==> src/rtl/rtsm_pkg.sv <==
// shared types and constants of the rain-triggered stepper mover
// no dependencies; used by the interfaces and every module of the block
package rtsm_pkg;

  // field widths
  localparam int unsigned PPR_W    = 10;
  localparam int unsigned ROUNDS_W = 7;
  localparam int unsigned TIMER_W  = 24;
  localparam int unsigned POT_W    = 12;
  localparam int unsigned PULSES_W = 17;
  localparam int unsigned PHASE_W  = 22;
  localparam int unsigned RPM_W    = 8;
  localparam int unsigned PROD_W   = RPM_W + PPR_W;
  localparam int unsigned QUO_W    = 26;
  localparam int unsigned CFG_IDX_W  = 2;
  localparam int unsigned CFG_DATA_W = TIMER_W;

  // speed mapping: rpm = RPM_BASE + pot * RPM_SPAN / POT_FULL
  localparam logic [RPM_W-1:0] RPM_BASE = 8'd20;
  localparam logic [RPM_W-1:0] RPM_SPAN = 8'd220;
  localparam logic [POT_W-1:0] POT_FULL = 12'd4095;
  localparam int unsigned SCALED_W = POT_W + RPM_W;

  // low time numerator; high time is a quarter of the low-time quotient
  localparam logic [QUO_W-1:0] LOW_NUMER = 26'd48000000;

  localparam logic [TIMER_W-1:0] TIMER_MAX = '1;

  // configuration register indexes
  localparam logic [CFG_IDX_W-1:0] CFG_PPR      = 2'd0;
  localparam logic [CFG_IDX_W-1:0] CFG_ROUNDS   = 2'd1;
  localparam logic [CFG_IDX_W-1:0] CFG_INTERVAL = 2'd2;

  localparam logic [PPR_W-1:0]    PPR_RST      = 10'd200;
  localparam logic [ROUNDS_W-1:0] ROUNDS_RST   = 7'd3;
  localparam logic [TIMER_W-1:0]  INTERVAL_RST = 24'd1000000;

  typedef struct packed {
    logic             rain_level;
    logic             button_event;
    logic [POT_W-1:0] pot_value;
  } in_beat_t;

  typedef struct packed {
    logic step_out;
    logic dir_out;
    logic motor_busy;
    logic sensing_on;
    logic rain_seen;
    logic sleep_request;
  } out_beat_t;

  // controller to datapath and divider
  typedef struct packed {
    logic mul_en;
    logic div_start;
    logic load;
  } cmd_t;

  // datapath and divider to controller
  typedef struct packed {
    logic need_div;
    logic div_done;
  } sts_t;

endpackage

==> src/rtl/rtsm_in_if.sv <==
// input channel of the stepper mover: one beat per microsecond tick
// depends on rtsm_pkg for the beat type
interface rtsm_in_if import rtsm_pkg::*; ();
  logic     valid;
  logic     ready;
  in_beat_t data;

  modport source (output valid, output data, input ready);
  modport sink (input valid, input data, output ready);
endinterface

==> src/rtl/rtsm_out_if.sv <==
// output channel of the stepper mover: one result beat per tick
// depends on rtsm_pkg for the beat type
interface rtsm_out_if import rtsm_pkg::*; ();
  logic      valid;
  logic      ready;
  out_beat_t data;

  modport source (output valid, output data, input ready);
  modport sink (input valid, input data, output ready);
endinterface

==> src/rtl/rtsm_div.sv <==
// iterative restoring divider: LOW_NUMER / divisor, one quotient bit a cycle
// depends on rtsm_pkg for widths and the constant numerator
module rtsm_div import rtsm_pkg::*; (
  input  logic              clk_i,
  input  logic              rst_ni,
  input  logic              start_i,
  input  logic [PROD_W-1:0] divisor_i,
  output logic              done_o,
  output logic [QUO_W-1:0]  quo_o
);

  localparam int unsigned CNT_W = $clog2(QUO_W + 1);

  logic [CNT_W-1:0]  cnt_q, cnt_d;
  logic              done_q, done_d;
  logic [PROD_W-1:0] rem_q, rem_d;
  logic [QUO_W-1:0]  quo_q, quo_d;
  logic [PROD_W:0]   trial;

  // one shift-and-subtract step per cycle
  always_comb begin
    cnt_d  = cnt_q;
    done_d = 1'b0;
    rem_d  = rem_q;
    quo_d  = quo_q;
    trial  = {rem_q, quo_q[QUO_W-1]};
    if (start_i) begin
      cnt_d = CNT_W'(QUO_W);
      rem_d = '0;
      quo_d = LOW_NUMER;
    end else if (cnt_q != '0) begin
      cnt_d  = cnt_q - 1'b1;
      done_d = (cnt_q == CNT_W'(1));
      if (trial >= {1'b0, divisor_i}) begin
        rem_d = PROD_W'(trial - {1'b0, divisor_i});
        quo_d = {quo_q[QUO_W-2:0], 1'b1};
      end else begin
        rem_d = trial[PROD_W-1:0];
        quo_d = {quo_q[QUO_W-2:0], 1'b0};
      end
    end
  end

  always_ff @(posedge clk_i or negedge rst_ni) begin
    if (!rst_ni) begin
      cnt_q  <= '0;
      done_q <= 1'b0;
    end else begin
      cnt_q  <= cnt_d;
      done_q <= done_d;
    end
  end

  always_ff @(posedge clk_i) begin
    rem_q <= rem_d;
    quo_q <= quo_d;
  end

  assign done_o = done_q;
  assign quo_o  = quo_q;

  // a fresh start never lands on a running division
  a_start_idle: assert property (@(posedge clk_i) disable iff (!rst_ni)
    start_i |-> cnt_q == '0)
    else $error("divider restarted while busy");

endmodule

==> src/rtl/rtsm_ctrl.sv <==
// controller: sequences the speed multiply, the divider and the timer load
// depends on rtsm_pkg for the command and status structs
module rtsm_ctrl import rtsm_pkg::*; (
  input  logic clk_i,
  input  logic rst_ni,
  input  logic in_fire_i,
  input  sts_t sts_i,
  output cmd_t cmd_o,
  output logic idle_o
);

  typedef enum logic [1:0] {
    S_IDLE,
    S_MUL,
    S_DIV,
    S_LOAD
  } state_e;

  state_e state_q;
  cmd_t   cmd_q;

  // state and registered commands
  always_ff @(posedge clk_i or negedge rst_ni) begin
    if (!rst_ni) begin
      state_q <= S_IDLE;
      cmd_q   <= '0;
    end else begin
      unique case (state_q)
        S_IDLE: begin
          if (in_fire_i && sts_i.need_div) begin
            state_q <= S_MUL;
            cmd_q   <= cmd_t'{mul_en: 1'b1, div_start: 1'b0, load: 1'b0};
          end else begin
            cmd_q <= '0;
          end
        end
        S_MUL: begin
          state_q <= S_DIV;
          cmd_q   <= cmd_t'{mul_en: 1'b0, div_start: 1'b1, load: 1'b0};
        end
        S_DIV: begin
          if (sts_i.div_done) begin
            state_q <= S_LOAD;
            cmd_q   <= cmd_t'{mul_en: 1'b0, div_start: 1'b0, load: 1'b1};
          end else begin
            cmd_q <= '0;
          end
        end
        S_LOAD: begin
          state_q <= S_IDLE;
          cmd_q   <= '0;
        end
        default: begin
          state_q <= S_IDLE;
          cmd_q   <= '0;
        end
      endcase
    end
  end

  assign cmd_o  = cmd_q;
  assign idle_o = (state_q == S_IDLE);

  // divider start always follows the product update
  a_start_after_mul: assert property (@(posedge clk_i) disable iff (!rst_ni)
    cmd_q.div_start |-> $past(cmd_q.mul_en))
    else $error("divider started without a fresh product");

  // divider finishes only while waited on
  a_done_in_div: assert property (@(posedge clk_i) disable iff (!rst_ni)
    sts_i.div_done |-> state_q == S_DIV)
    else $error("stray divider completion");

endmodule

==> src/rtl/rtsm_dp.sv <==
// datapath: tick state, config registers, speed product and result register
// depends on rtsm_pkg; divider quotient comes from rtsm_div
module rtsm_dp import rtsm_pkg::*; (
  input  logic                  clk_i,
  input  logic                  rst_ni,
  input  logic                  cfg_we_i,
  input  logic [CFG_IDX_W-1:0]  cfg_idx_i,
  input  logic [CFG_DATA_W-1:0] cfg_wdata_i,
  input  logic                  in_fire_i,
  input  in_beat_t              in_beat_i,
  input  logic                  out_ready_i,
  input  cmd_t                  cmd_i,
  input  logic [QUO_W-1:0]      quo_i,
  output logic                  need_div_o,
  output logic [PROD_W-1:0]     prod_o,
  output logic                  out_valid_o,
  output out_beat_t             out_beat_o
);

  // config
  logic [PPR_W-1:0]    ppr_q;
  logic [ROUNDS_W-1:0] rounds_q;
  logic [TIMER_W-1:0]  interval_q;

  // tick state
  logic                sens_q, sens_d;
  logic                last_q, last_d;
  logic [TIMER_W-1:0]  ctmr_q, ctmr_d;
  logic                btn_q, btn_d;
  logic                act_q, act_d;
  logic                dir_q, dir_d;
  logic [PULSES_W-1:0] left_q, left_d;
  logic                hi_q, hi_d;
  logic [PHASE_W-1:0]  ptmr_q, ptmr_d;
  logic                slp_q, slp_d;
  logic [PHASE_W-1:0]  low_q;
  logic                sleep;
  logic                start;
  logic                chk_clr;
  logic                go;
  logic                go_close;
  logic                go_sleep;

  // speed
  logic [SCALED_W-1:0] scaled;
  logic [RPM_W-1:0]    q0;
  logic [POT_W:0]      r0;
  logic [RPM_W-1:0]    rpm_d, rpm_q;
  logic [PROD_W-1:0]   prod_q, prod_raw;
  logic [PHASE_W-1:0]  high_len;

  logic      out_valid_q;
  out_beat_t out_q;

  // config writes
  always_ff @(posedge clk_i or negedge rst_ni) begin
    if (!rst_ni) begin
      ppr_q      <= PPR_RST;
      rounds_q   <= ROUNDS_RST;
      interval_q <= INTERVAL_RST;
    end else if (cfg_we_i) begin
      unique case (cfg_idx_i)
        CFG_PPR:      ppr_q      <= cfg_wdata_i[PPR_W-1:0];
        CFG_ROUNDS:   rounds_q   <= cfg_wdata_i[ROUNDS_W-1:0];
        CFG_INTERVAL: interval_q <= cfg_wdata_i[TIMER_W-1:0];
        default: ;
      endcase
    end
  end

  // pot to rpm: divide by 4095 as shift plus one correction
  always_comb begin
    scaled = SCALED_W'(in_beat_i.pot_value * RPM_SPAN);
    q0     = scaled[SCALED_W-1:POT_W];
    r0     = {1'b0, scaled[POT_W-1:0]} + (POT_W+1)'(q0);
    rpm_d  = RPM_BASE + q0 + RPM_W'(r0 >= {1'b0, POT_FULL});
  end

  // one tick of the mover
  always_comb begin
    sens_d   = sens_q;
    last_d   = last_q;
    btn_d    = btn_q | in_beat_i.button_event;
    act_d    = act_q;
    dir_d    = dir_q;
    left_d   = left_q;
    hi_d     = hi_q;
    ptmr_d   = ptmr_q;
    slp_d    = slp_q;
    sleep    = 1'b0;
    start    = 1'b0;
    chk_clr  = 1'b0;
    go       = 1'b0;
    go_close = 1'b0;
    go_sleep = 1'b0;

    // idle: pending press first, else a due rain check
    if (!act_q) begin
      if (btn_d) begin
        btn_d    = 1'b0;
        sens_d   = ~sens_q;
        go       = 1'b1;
        go_close = sens_q;
        go_sleep = ~sens_q;
      end else if (sens_q && (ctmr_q >= interval_q)) begin
        chk_clr = 1'b1;
        if (in_beat_i.rain_level != last_q) begin
          last_d   = in_beat_i.rain_level;
          go       = 1'b1;
          go_close = ~in_beat_i.rain_level;
          go_sleep = in_beat_i.rain_level;
        end
      end
    end

    if (go) begin
      act_d  = 1'b1;
      dir_d  = go_close;
      slp_d  = go_sleep;
      left_d = PULSES_W'(rounds_q * ppr_q);
      hi_d   = 1'b0;
      ptmr_d = '0;
    end

    // pulse generator
    if (act_d) begin
      if ((ptmr_d == '0) && hi_d) begin
        hi_d   = 1'b0;
        ptmr_d = low_q;
      end
      if ((ptmr_d == '0) && !hi_d) begin
        if (left_d != '0) begin
          start  = 1'b1;
          hi_d   = 1'b1;
          left_d = left_d - 1'b1;
        end else begin
          act_d = 1'b0;
          sleep = slp_d;
          slp_d = 1'b0;
        end
      end
      if (act_d && !start && (ptmr_d != '0)) begin
        ptmr_d = ptmr_d - 1'b1;
      end
    end

    // free-running check timer, saturating
    if (chk_clr) begin
      ctmr_d = TIMER_W'(1);
    end else if (ctmr_q != TIMER_MAX) begin
      ctmr_d = ctmr_q + 1'b1;
    end else begin
      ctmr_d = ctmr_q;
    end
  end

  assign need_div_o = start;

  // speed product, zero forced to one
  always_comb begin
    prod_raw = PROD_W'(rpm_q * ppr_q);
  end

  assign high_len = quo_i[PHASE_W+1:2];

  // control state
  always_ff @(posedge clk_i or negedge rst_ni) begin
    if (!rst_ni) begin
      sens_q      <= 1'b1;
      last_q      <= 1'b1;
      ctmr_q      <= '0;
      btn_q       <= 1'b0;
      act_q       <= 1'b0;
      dir_q       <= 1'b0;
      left_q      <= '0;
      hi_q        <= 1'b0;
      ptmr_q      <= '0;
      slp_q       <= 1'b0;
      low_q       <= '0;
      out_valid_q <= 1'b0;
    end else begin
      if (in_fire_i) begin
        sens_q <= sens_d;
        last_q <= last_d;
        ctmr_q <= ctmr_d;
        btn_q  <= btn_d;
        act_q  <= act_d;
        dir_q  <= dir_d;
        left_q <= left_d;
        hi_q   <= hi_d;
        ptmr_q <= ptmr_d;
        slp_q  <= slp_d;
      end else if (cmd_i.load) begin
        // new pulse: high time runs down from this tick on
        ptmr_q <= (high_len == '0) ? '0 : high_len - 1'b1;
        low_q  <= quo_i[PHASE_W-1:0];
      end
      // result register
      if (in_fire_i) begin
        out_valid_q <= 1'b1;
      end else if (out_ready_i) begin
        out_valid_q <= 1'b0;
      end
    end
  end

  // payload registers
  always_ff @(posedge clk_i) begin
    if (in_fire_i) begin
      rpm_q                <= rpm_d;
      out_q.step_out       <= act_d & hi_d;
      out_q.dir_out        <= dir_d;
      out_q.motor_busy     <= act_d;
      out_q.sensing_on     <= sens_d;
      out_q.rain_seen      <= ~last_d;
      out_q.sleep_request  <= sleep;
    end
    if (cmd_i.mul_en) begin
      prod_q <= (prod_raw == '0) ? PROD_W'(1) : prod_raw;
    end
  end

  assign prod_o      = prod_q;
  assign out_valid_o = out_valid_q;
  assign out_beat_o  = out_q;

  // sleep request only as an opening move ends
  a_sleep_open: assert property (@(posedge clk_i) disable iff (!rst_ni)
    (out_valid_q && out_q.sleep_request) |-> (!out_q.motor_busy && !out_q.dir_out))
    else $error("sleep request outside the end of an opening move");

  // timer load only lands on a running high phase
  a_load_high: assert property (@(posedge clk_i) disable iff (!rst_ni)
    cmd_i.load |-> (act_q && hi_q))
    else $error("pulse timing loaded outside a high phase");

endmodule

==> src/rtl/rain_triggered_stepper_mover.sv <==
// rain-triggered stepper mover: one input beat per microsecond tick, one result each
// a tick that needs no new step pulse leaves the controller idle, result registered next cycle
// a tick that starts a step pulse holds off the next beat through the speed
// multiply, the one-bit-a-cycle divider and the timer load
// async active-low reset restores the register defaults: sensing on, dry, motor idle
// depends on rtsm_pkg, rtsm_in_if, rtsm_out_if, rtsm_div, rtsm_ctrl, rtsm_dp
module rain_triggered_stepper_mover import rtsm_pkg::*; (
  input  logic                  clk_i,
  input  logic                  rst_ni,
  input  logic                  cfg_we_i,
  input  logic [CFG_IDX_W-1:0]  cfg_idx_i,
  input  logic [CFG_DATA_W-1:0] cfg_wdata_i,
  rtsm_in_if.sink               in_i,
  rtsm_out_if.source            out_o
);

  logic              in_fire;
  logic              idle;
  logic              need_div;
  logic              div_done;
  logic              out_valid;
  logic [PROD_W-1:0] prod;
  logic [QUO_W-1:0]  quo;
  cmd_t              cmd;
  sts_t              sts;

  // accept a beat when idle and the result slot frees up
  assign in_i.ready = idle && (!out_valid || out_o.ready);
  assign in_fire    = in_i.valid && in_i.ready;

  assign sts.need_div = need_div;
  assign sts.div_done = div_done;

  rtsm_ctrl u_ctrl (
    .clk_i     (clk_i),
    .rst_ni    (rst_ni),
    .in_fire_i (in_fire),
    .sts_i     (sts),
    .cmd_o     (cmd),
    .idle_o    (idle)
  );

  rtsm_dp u_dp (
    .clk_i       (clk_i),
    .rst_ni      (rst_ni),
    .cfg_we_i    (cfg_we_i),
    .cfg_idx_i   (cfg_idx_i),
    .cfg_wdata_i (cfg_wdata_i),
    .in_fire_i   (in_fire),
    .in_beat_i   (in_i.data),
    .out_ready_i (out_o.ready),
    .cmd_i       (cmd),
    .quo_i       (quo),
    .need_div_o  (need_div),
    .prod_o      (prod),
    .out_valid_o (out_valid),
    .out_beat_o  (out_o.data)
  );

  rtsm_div u_div (
    .clk_i     (clk_i),
    .rst_ni    (rst_ni),
    .start_i   (cmd.div_start),
    .divisor_i (prod),
    .done_o    (div_done),
    .quo_o     (quo)
  );

  assign out_o.valid = out_valid;

endmodule

==> src/flat_wrapper.sv <==
// flat-port wrapper written by rule: the top's interface ports become plain ports
module rain_triggered_stepper_mover_flat import rtsm_pkg::*;
  (clk_i, rst_ni, cfg_we_i, cfg_idx_i, cfg_wdata_i, in_i_valid, in_i_data, in_i_ready, out_o_valid, out_o_data, out_o_ready);
  rtsm_in_if in_i_i ();
  rtsm_out_if out_o_i ();
  input  logic clk_i;
  input  logic rst_ni;
  input  logic cfg_we_i;
  input  logic [CFG_IDX_W-1:0] cfg_idx_i;
  input  logic [CFG_DATA_W-1:0] cfg_wdata_i;
  input wire logic [$bits(in_i_i.valid)-1:0] in_i_valid;
  input wire logic [$bits(in_i_i.data)-1:0] in_i_data;
  output wire logic [$bits(in_i_i.ready)-1:0] in_i_ready;
  output wire logic [$bits(out_o_i.valid)-1:0] out_o_valid;
  output wire logic [$bits(out_o_i.data)-1:0] out_o_data;
  input wire logic [$bits(out_o_i.ready)-1:0] out_o_ready;
  assign in_i_i.valid = in_i_valid;
  assign in_i_i.data = in_i_data;
  assign in_i_ready = in_i_i.ready;
  assign out_o_valid = out_o_i.valid;
  assign out_o_data = out_o_i.data;
  assign out_o_i.ready = out_o_ready;
  rain_triggered_stepper_mover u_core (.clk_i(clk_i), .rst_ni(rst_ni), .cfg_we_i(cfg_we_i), .cfg_idx_i(cfg_idx_i), .cfg_wdata_i(cfg_wdata_i), .in_i(in_i_i), .out_o(out_o_i));
endmodule
==> config.mk <==
export PLATFORM = sky130hd
export DESIGN_NAME = rain_triggered_stepper_mover_flat
export DESIGN_NICKNAME = d
export VERILOG_FILES = /design/src/rtl/rtsm_pkg.sv /design/src/rtl/rtsm_in_if.sv /design/src/rtl/rtsm_out_if.sv /design/src/rtl/rtsm_div.sv /design/src/rtl/rtsm_ctrl.sv /design/src/rtl/rtsm_dp.sv /design/src/rtl/rain_triggered_stepper_mover.sv /design/src/flat_wrapper.sv
export SDC_FILE = /design/constraint.sdc
export NUM_CORES = 1
export LEC_CHECK = 0
export ABC_CLOCK_PERIOD_IN_PS = 9550
export BUFFER_PORTS_ARGS = -buffer_cell sky130_fd_sc_hd__buf_2
export CAP_MARGIN = 20
export CELL_PAD_IN_SITES_DETAIL_PLACEMENT = 0
export CELL_PAD_IN_SITES_GLOBAL_PLACEMENT = 1
export CORE_ASPECT_RATIO = 0.8
export CORE_MARGIN = 3
export CORE_UTILIZATION = 46
export CTS_BUF_LIST = sky130_fd_sc_hd__clkbuf_4
export DETAILED_ROUTE_END_ITERATION = 10
export GPL_ROUTABILITY_DRIVEN = 0
export PLACE_DENSITY = 0.8
export SLEW_MARGIN = 0
export SYNTH_ARGS = -nofsm -noshare
export SYNTH_HDL_FRONTEND = slang
export SYNTH_SLANG_ARGS = --single-unit
==> constraint.sdc <==
create_clock -name clk_i -period 9.55 [get_ports clk_i]
set_input_delay 1.4325 -clock clk_i [delete_from_list [all_inputs] [get_ports clk_i]]
set_output_delay 1.4325 -clock clk_i [all_outputs]
set_load 0.1 [all_outputs]
# == Word-level counts from Yosys, hierarchy flattened ==
# Cells that the tools add are included.
# totals
ff_bits,221
out_inout_bits,8
word_cells,165
# classes
addsub,9
multipliers,3
magnitude_cmp,3
n_eq_ne,10
mux,69
bitwise,8
n_reduce_logical,32
# ops
operator,count
$mux W22,8
$mux W17,4
$logic_not A22 Y1,3
$mux W24,2
$mux W1,47
$sub A22 B1 Y22 const B,2
$add A24 B1 Y24 const B,1
$ge A24 B24 Y1,1
$ne A24 B24 Y1 const B,1
$reduce_bool A22 Y1,1
$ge A19 B18 Y1,1
$logic_not A18 Y1,1
$mul A12 B6 Y18 const B,1
$mul A8 B10 Y18,1
$mux W18,1
$sub A18 B18 Y18,1
$mul A7 B10 Y17,1
$reduce_bool A17 Y1,1
$sub A17 B1 Y17 const B,1
$add A12 B8 Y13,1
$ge A13 B12 Y1 const B,1
$pmux W3 S4,1
$reduce_and A2 Y1,6
$mux W5,2
other kinds (21),44

# == Logic depth before layout (Yosys ltp) ==
# Gate-level depths: netlist of run 1.
# depth
word_depth,20
mapped_depth,29
mapped_depth_nobuf,28

# == Modules after synthesis ==
# A second synthesis of run 1 with hierarchy kept.
# hier_totals
cells_unflattened,2306
hier_area_um2,20138.1
# by_module_without_submodules
module,instances,cells_per_inst,area_each_um2
rtsm_dp,1,1880,16709.8
rtsm_div,1,404,3161.8
rtsm_ctrl,1,19,247.7
rain_triggered_stepper_mover,1,3,18.8

# == Least setup slack after synthesis of run 1 ==
# OpenSTA, ideal clock, no wires.
# synth_path
path_type,input port to flip-flop
start,input in_i_data[5]
end,register u_core.u_dp.rpm_q[6] (data pin)
arrival_time_ns,6.692
required_ns,9.277
path_slack_ns,2.586
path_stages,27
path_cell_list,fa_1 > fa_1 > inv_1 > fa_1 > inv_1 > ha_1 > and3_1 > a211oi_1 > o211ai_1 > and3_1 > clkbuf_1 > o21a_1 > nor2_1 > xnor2_1 > ha_1 > nor2_1 > o21ai_0 > a41oi_1 > mux2i_1 > mux2i_1 > o22ai_1 > ha_1 > ha_1 > o21ai_0 > inv_1 > o21ai_0 > xnor2_1
# synth_between
elab_chain_len,4
elab_cells_between_ends,5
cone_classes,add/sub (3); mul (1); order compare (1)
# synth_rtl
item,line_no,text
"start, declared",flat_wrapper.sv:12,input wire logic [$bits(in_i_i.data)-1:0] in_i_data;
$mul A12 B6 Y18 *,rtsm_dp.sv:73,scaled = SCALED_W'(in_beat_i.pot_value * RPM_SPAN);
$add A12 B8 Y13,rtsm_dp.sv:75,"r0 = {1'b0, scaled[POT_W-1:0]} + (POT_W+1)'(q0);"
$ge A13 B12 Y1,rtsm_dp.sv:76,"rpm_d = RPM_BASE + q0 + RPM_W'(r0 >= {1'b0, POT_FULL});"
$add A8 B1 Y8 *,rtsm_dp.sv:76,
net u_core.u_dp.rpm_d[6],rtsm_dp.sv:48,"logic [RPM_W-1:0] rpm_d, rpm_q;"
"end signal, assigned",rtsm_dp.sv:210,rpm_q <= rpm_d;
"end, declared",rtsm_dp.sv:48,
# The timed path passes the listed nets; every way through them passes the cells marked *.
# A chain may end at the register's enable or synchronous reset.

# == Worst setup path in the final report of run 1 ==
# Ends and elaborated chain as after synthesis.

==> results of run 1 <==
[final timing paths]
kind | start | to | slack, ns | cells past startpoint
setup reg to reg | u_core.u_dp.ppr_q[5] | u_core.u_ctrl.state_q[1] | 2.48 | 19
max in group asynchronous | rst_ni | u_core.u_dp.rounds_q[4] | 7.34 | 2
hold reg to reg | u_core.u_div.quo_o[0] | u_core.u_div.quo_o[1] | 0.45 | 2
setup / recovery | in_i_data[5] | u_core.u_dp.rpm_q[6] | 2.37 | 27
hold / removal | u_core.u_div.quo_o[0] | u_core.u_div.quo_o[1] | 0.45 | 2
min in group asynchronous | rst_ni | u_core.u_dp.ptmr_q[14] | 0.70 | 1
[metal layers]
layer / routed length, um / track usage [%] / share of wire [%] / vias up
met3: 1897 / 2.957 / 4.1 / 56
met5: 0 / 0 / 0 / -
met2: 20590 / 32.80 / 45 / 308
li1: - / - / - / 7686
met4: 731 / 4.303 / 1.6 / 0
met1: 22640 / 29.60 / 49 / 7681
[state kept, by name (all words and copies together) (netlist names), 6 cells and up]
signal,cells
u_core.u_dp.out_beat_o,6
u_core.u_dp.ctmr_q,24
u_core.u_div.rem_q,18
u_core.u_dp.left_q,17
u_core.u_dp.prod_o,18
u_core.u_div.quo_o,26
u_core.u_dp.rounds_q,7
u_core.u_dp.ppr_q,10
u_core.u_dp.ptmr_q,22
u_core.u_dp.interval_q,24
u_core.u_dp.low_q,22
u_core.u_dp.rpm_q,8
[tightest hold or removal path: cells and delay by family, from the launching register on]
family,cells,cell delay [ns]
compound gates,1,0.06
simple gates,1,0.06
flops,1,0.33
[layout by cell type (no fill, tap or decap), drive strengths merged, types with 22 or more instances in the layout]
| master | count |
|---|---|
| dfxtp | 44 |
| nand2 | 203 |
| nor2 | 164 |
| nand3 | 33 |
| a21o | 24 |
| xnor2 | 71 |
| or3 | 29 |
| xor2 | 34 |
| edfxtp | 32 |
| a21oi | 130 |
| fa | 117 |
| nand3b | 22 |
| buf | 69 |
| mux2i | 33 |
| mux2 | 71 |
| and2 | 117 |
| ha | 170 |
| o21ai | 79 |
| dfrtp | 131 |
| inv | 240 |
| clkbuf | 88 |
| a211oi | 38 |
| nor3 | 60 |
[kinds of logic after synthesis]
kind of cell | synth area share (%)
AOI/OAI and AO/OA | 13.65
xor gates and xnor gates | 4.662
adders and majority gates | 22.71
buffers and inverters | 6.457
DFF | 27.82
muxes | 5.747
and+or+nand+nor | 18.95
[per-stage QoR]
step / setup WS [ns] / std cells / cell area (um2)
finish: 2.372 / 2846 / 21310
global route: 2.049 / 2846 / 21310
CTS: 2.450 / 2845 / 21300
detailed placement: 1.705 / 2735 / 20470
global placement: 2.011 / 2734 / 20460
floorplan: 2.586 / 2207 / 19730
[area by class of cell]
type	instances	share of cell area, %
clock buffer	88	3.101
tap	552	3.242
inverter	241	4.246
timing repair buffer	69	1.885
antenna	1	0.01174
multi-input combinational	1652	60.96
sequential	221	25.76
clock inverter	22	0.8045
==> results.toml, run 1 <==
[setup_path]
setup.worst_path.start_class = "input pin"
critPathKind = "in -> reg"
crit_buf_inv = 4
critPathMaxStageDelay_ns = 0.54
arrival_ns = 7.60
cp.required_ns = 9.97
cp-end-kind = "flop"
critical-path-top-delay-family = "adder cells"
crit_slowest_cell = "fa_1"
path_common_cell = "ha_1"
path_max_fanout = 6

[synth]
ys_seq_area_share_pct = 27.82
synth_cell_types = 87
synth_commonest_cells = "inv_1 (240), nand2_1 (203), ha_1 (170), nor2_1 (164), dfrtp_1 (131)"
syn_avg_cell_area_um2 = 8.938
yosysTopAreaCellShare_pct = 16.62
synth_edf_count = 32
synth_area_leader_cell = "dfrtp_1"
syn_area_um2 = 19730
yosys_warnings = 0
synth.area.top_cells = "dfrtp_1 (17%), fa_1 (12%), ha_1 (11%)"
netlist_instances = 2207
ys_ff_latch = 221
synth_nets = 2539
ys_async_sr_fraction_pct = 65.61
ys.flop_type = "dfrtp_1"
synth_most_common_cell = "inv_1"

[global_routing]
grt_max_degree = 77
first_global_vias = 15660
grt_pass1_wl_um = 77840
antenna_found_initial = 1
grt_usage_pct = 20.47
overflow = 0

[route]
drc = 0
drt_iter0_drc = 897
wl_per_cell_um = 16.11
antenna_left = 0
firstDrtPassIters = 5
vias = 15730
totalWireLength_um = 45860
avgViaCountPerCell = 5.527

[die]
io_pins = 53
start_util_pct = 46.87
coreArea_um2 = 42080
die_x_um = 237.5
die_area_um2 = 45420
rows = 67
fp.dieH_um = 191.2

[cts]
cts.sinks = 221
h-tree-depth = 2
cts_buffers = 58
root_buffer = "clkbuf_4"
postCtsSetupRepairBufs = 0
postCtsHoldBufs = 0
ctsResizeCount = 0
cts_tree = "done"
clock_path_buffers = 3
clk_pin_slew_worst_paths_ns = 0.07
worstSkewPairLatency_ns = 0.75

[timing]
setup_violations = 0
fin_hold_ws_ns = 0.4471
worstMarginPinSlew_ns = 1.109
drv_slew = 0
rsz0062_at_grt = "no"
fin_skew_ns = 0.05844
hold_viol_final = 0
max_freq_ghz = 0.1393
period_share_pct = 75.16
max_slew_margin_pct = 25.37
fin_crit_ns = 7.178
setup_tns_ns = 0

[hold_path]
min_path_type = "reg -> reg"

[placed_design]
hpwl_um = 33470
port_buffers = 52

[layout]
nets = 2575
regArea_um2 = 5488
multi_input_comb_area_um2 = 12990
layout-area-overhead-vs-synth_pct = 8.018
final_util_pct = 50.63
fill_cells = 3999
drive_gt1_share_pct = 11.95

[status]
status = "finished clean"

[run]
cap_violations = 0
Power of run 1 is left out: the tool's default activity adds up to more than one toggle a clock period on the data nets, which glitch-free logic cannot reach.
==> inputs of run 2 (changes only) <==
- ABC_CLOCK_PERIOD_IN_PS: 9550 -> 6700
- clock period: 9.55 -> 6.7 ns (I/O delays scaled with it)
==> results.toml, run 2 (synthesized netlist as in run 1, its figures left out) <==
[global_routing]
grt_max_degree = 75
first_global_vias = 15820
grt_usage_pct = 20.65
overflow = 0
grt_pass1_wl_um = 78550
antenna_found_initial = 1

[die]
start_util_pct = 46.87
die_x_um = 237.5
coreArea_um2 = 42080
io_pins = 53
rows = 67
fp.dieH_um = 191.2
die_area_um2 = 45420

[setup_path]
arrival_ns = 6.89
reg2regPathDepth = 19
crit-reg2reg-capture = "u_core.u_dp.left_q[13]"
cp.required_ns = 7.34
reg2reg_slack_ns = 0.45
path_max_fanout = 16
r2r-start = "u_core.u_dp.ppr_q[6]"
cp-end-kind = "flop"
critPathKind = "reg -> reg"
setup.worst_path.start_class = "flop"

[cts]
postCtsHoldBufs = 0
cts_buffers = 58
ctsResizeCount = 0
worstSkewPairLatency_ns = 0.77
clock_path_buffers = 3
postCtsSetupRepairBufs = 0
root_buffer = "clkbuf_4"
cts.sinks = 221
cts_tree = "done"
h-tree-depth = 2
clk_pin_slew_worst_paths_ns = 0.07

[route]
totalWireLength_um = 46000
firstDrtPassIters = 7
antenna_left = 0
vias = 15810
avgViaCountPerCell = 5.500
drc = 0
drt_iter0_drc = 849
wl_per_cell_um = 16.00

[timing]
worstMarginPinSlew_ns = 1.103
max_freq_ghz = 0.1600
period_share_pct = 93.29
fin_crit_ns = 6.251
max_slew_margin_pct = 25.80
drv_slew = 0
setup_violations = 0
hold_viol_final = 0
fin_hold_ws_ns = 0.2677
fin_skew_ns = 0.07164
rsz0062_at_grt = "no"

[placed_design]
dpl_cell_area_um2 = 20680
hpwl_um = 34140
port_buffers = 52

[layout]
drive_gt1_share_pct = 13.27
most-common-layout-cells = "inv_1 (240), nand2_1 (202), ha_1 (170), nor2_1 (163), dfrtp_1 (131)"
largest_reg_flops = 26
nets = 2604
stdcell_area_um2 = 21500
layout-area-overhead-vs-synth_pct = 9.001
final_common_cell = "inv_1"

[hold_path]
min_path_type = "in -> async"

[status]
status = "finished clean"

[run]
cap_violations = 0
[run 2: cell type report]
type | instances | area (um2)
Sequential cell | 221 | 5488
Clock buffer | 97 | 728.2
Antenna cell | 1 | 2.502
Fill cell | 3994 | 20580
Timing Repair Buffer | 98 | 626.9
Tap cell | 552 | 690.7
Clock inverter | 12 | 53.80
Multi-Input combinational cell | 1652 | 13010
Inverter | 241 | 904.6
[run 2: worst max-delay path: stages, from the launching register on]
cell and delay (ns):
dfstp_2 0.73, and2_1 0.21, fa_1 0.39, inv_1 0.08
fa_1 0.43, fa_1 0.54, inv_1 0.06, fa_1 0.44
ha_1 0.41, a21oi_1 0.27, o21ai_1 0.16, a21o_1 0.22
or3_1 0.37, a2111oi_4 0.48, nand4bb_4 0.17, a2111oi_4 0.35
buf_4 0.25, nor4_1 0.11, or3_1 0.38, o211a_1 0.13
[run 2: per-stage QoR]
stage,std cells,setup TNS (ns),utilization [%],setup WS (ns)
finish,2874,0,51.09,0.4494
global route,2874,0,51.09,0.06871
CTS,2872,0,51.00,0.3664
detailed placement,2763,-0.2028,49.15,-0.1821
global placement,2762,-0.05836,49.11,-0.05836
floorplan,2207,0,-,0.1634
[run 2: how the worst max path moves through the flow]
stage	startpoint	to	cells past startpoint
3_3_place_gp	in_i_data[6]	u_core.u_dp.rpm_q[6]	28
6_report	u_core.u_dp.ppr_q[6]	u_core.u_dp.left_q[13]	19
3_5_place_dp	in_i_data[6]	u_core.u_dp.rpm_q[6]	28
2_1_floorplan	in_i_data[5]	u_core.u_dp.rpm_q[6]	27
4_1_cts	u_core.u_dp.ppr_q[2]	u_core.u_dp.left_q[13]	19
5_1_grt	u_core.u_dp.ppr_q[6]	u_core.u_dp.left_q[13]	19
[run 2: layer usage]
layer  track usage [%]  up-vias  wire (um)
li1                  -     7753          -
met1             29.64     7651      22440
met2             32.86      343      20760
met3             3.116       59       2120
met4             5.098        0        675
met5                 0        -          0
Power of run 2 is left out for the same reason.
==> inputs of run 3 (changes only) <==
==> constraint.sdc (replaced) <==
create_clock -name clk_i -period 6.7 [get_ports clk_i]
set_input_delay 0.67 -clock clk_i [delete_from_list [all_inputs] [get_ports clk_i]]
set_output_delay 0.67 -clock clk_i [all_outputs]
set_load 0.1 [all_outputs]
==> results.toml, run 3 (synthesized netlist as in run 1, its figures left out) <==
[status]
status = "finished clean"

[global_routing]
antenna_found_initial = 1
overflow = 0
grt_pass1_wl_um = 78160
grt_usage_pct = 20.60
grt_max_degree = 85
first_global_vias = 15700

[cts]
postCtsSetupRepairBufs = 0
worstSkewPairLatency_ns = 0.79
root_buffer = "clkbuf_4"
clk_pin_slew_worst_paths_ns = 0.07
h-tree-depth = 2
cts_buffers = 58
cts.sinks = 221
cts_tree = "done"
clock_path_buffers = 3

[setup_path]
critPathKind = "reg -> reg"
reg2regPathDepth = 19
cp-end-kind = "flop"
path_max_fanout = 16
arrival_ns = 6.97
setup.worst_path.start_class = "flop"
cp.required_ns = 7.33

[route]
drt_iter0_drc = 900
avgViaCountPerCell = 5.543
wl_per_cell_um = 16.10
vias = 15860
drc = 0
antenna_left = 0
firstDrtPassIters = 7
totalWireLength_um = 46070

[timing]
worstMarginPinSlew_ns = 0.9237
max_slew_margin_pct = 38.05
max_freq_ghz = 0.1578
rsz0062_at_grt = "no"
period_share_pct = 94.60
drv_slew = 0
hold_viol_final = 0
fin_hold_ws_ns = 0.1509
fin_crit_ns = 6.338
setup_violations = 0
setup_tns_ns = 0
fin_skew_ns = 0.08676

[die]
io_pins = 53
start_util_pct = 46.87
die_x_um = 237.5
fp.dieH_um = 191.2
rows = 67
coreArea_um2 = 42080
die_area_um2 = 45420

[layout]
multi_input_comb_area_um2 = 12990
final_common_cell = "inv_1"
largest_reg_flops = 26
layout-area-overhead-vs-synth_pct = 8.665
fin_cells = 2861
fill_cells = 3971
most-common-layout-cells = "inv_1 (240), nand2_1 (202), ha_1 (170), nor2_1 (163), dfrtp_1 (131)"
nets = 2590
drive_gt1_share_pct = 12.82
regArea_um2 = 5488

[hold_path]
hold_depth = 3
min_path_type = "in -> reg"

[run]
cap_violations = 0

[placed_design]
hpwl_um = 34140
port_buffers = 52
dp.cells = 2747
[run 3: cell types whose count changed in the layout (fill, tap and decap cells not counted), sizes merged]
cell         delta
buf            -15
bufinv          +1
clkinvlp        -1
clkinv          -1
clkbuf          +2
dlygate4sd3     +1
[run 3: worst max-delay path, cell delays in order, from the launching register on]
cell and delay, ns:
dfstp_2 0.71, and2_1 0.20, fa_1 0.43, ha_1 0.32, fa_1 0.53, inv_1 0.05, fa_1 0.54, inv_1 0.05
ha_1 0.33, o21a_1 0.18, a2111oi_2 0.53, o21ba_2 0.28, mux2i_1 0.18, a2111oi_2 0.49, nand4bb_4 0.17, a2111oi_4 0.36
buf_4 0.27, nor4_1 0.12, or3_1 0.36, o211a_1 0.12
[run 3: path summary, 6_finish.rpt]
check / slack [ns] / endpoint / start
worst max-delay path: 0.36 / u_core.u_dp.left_q[13] / u_core.u_dp.ppr_q[3]
min in group asynchronous: 0.53 / u_core.u_dp.ptmr_q[21] / rst_ni
worst max register to register: 0.36 / u_core.u_dp.left_q[13] / u_core.u_dp.ppr_q[3]
max in group asynchronous: 4.74 / u_core.u_dp.ctmr_q[5] / rst_ni
worst min-delay path: 0.15 / u_core.u_dp.out_valid_o / out_o_ready
worst min register to register: 0.42 / u_core.u_div.quo_o[1] / u_core.u_div.quo_o[0]
[run 3: cell type report]
type	count	area share [%]
antenna	1	0.01167
inverter	241	4.220
sequential	221	25.60
tap	552	3.222
multi-input combinational	1652	60.62
clock buffer	99	3.467
clock inverter	11	0.3678
timing repair buffer	84	2.493
[run 3: per-layer routing]
metal / vias up / share of wire, % / global-route usage, %
met3: 63 / 4.2 / 3.231
li1: 7736 / - / -
met4: 0 / 1.5 / 4.771
met2: 317 / 45 / 33.05
met1: 7743 / 50 / 29.40
met5: - / 0 / 0
[run 3: timing repair]
| item | CTS | global route |
|---|---|---|
| hold buffers | 1 | 0 |
| endpoints found under the setup margin | 0 | 1 |
| gates resized for setup | 0 | 1 |
| hold endpoints to repair | 42 | 0 |
[run 3: metrics by stage]
step,util (%),area [um2],worst slack [ns]
final,50.93,21430,0.3620
after global routing,50.93,21430,0.02625
after CTS,50.84,21390,0.3559
after detailed placement,48.86,20560,-0.2746
after global placement,48.83,20550,-0.03947
after floorplan,-,19730,0.4984
Power of run 3 is left out for the same reason.
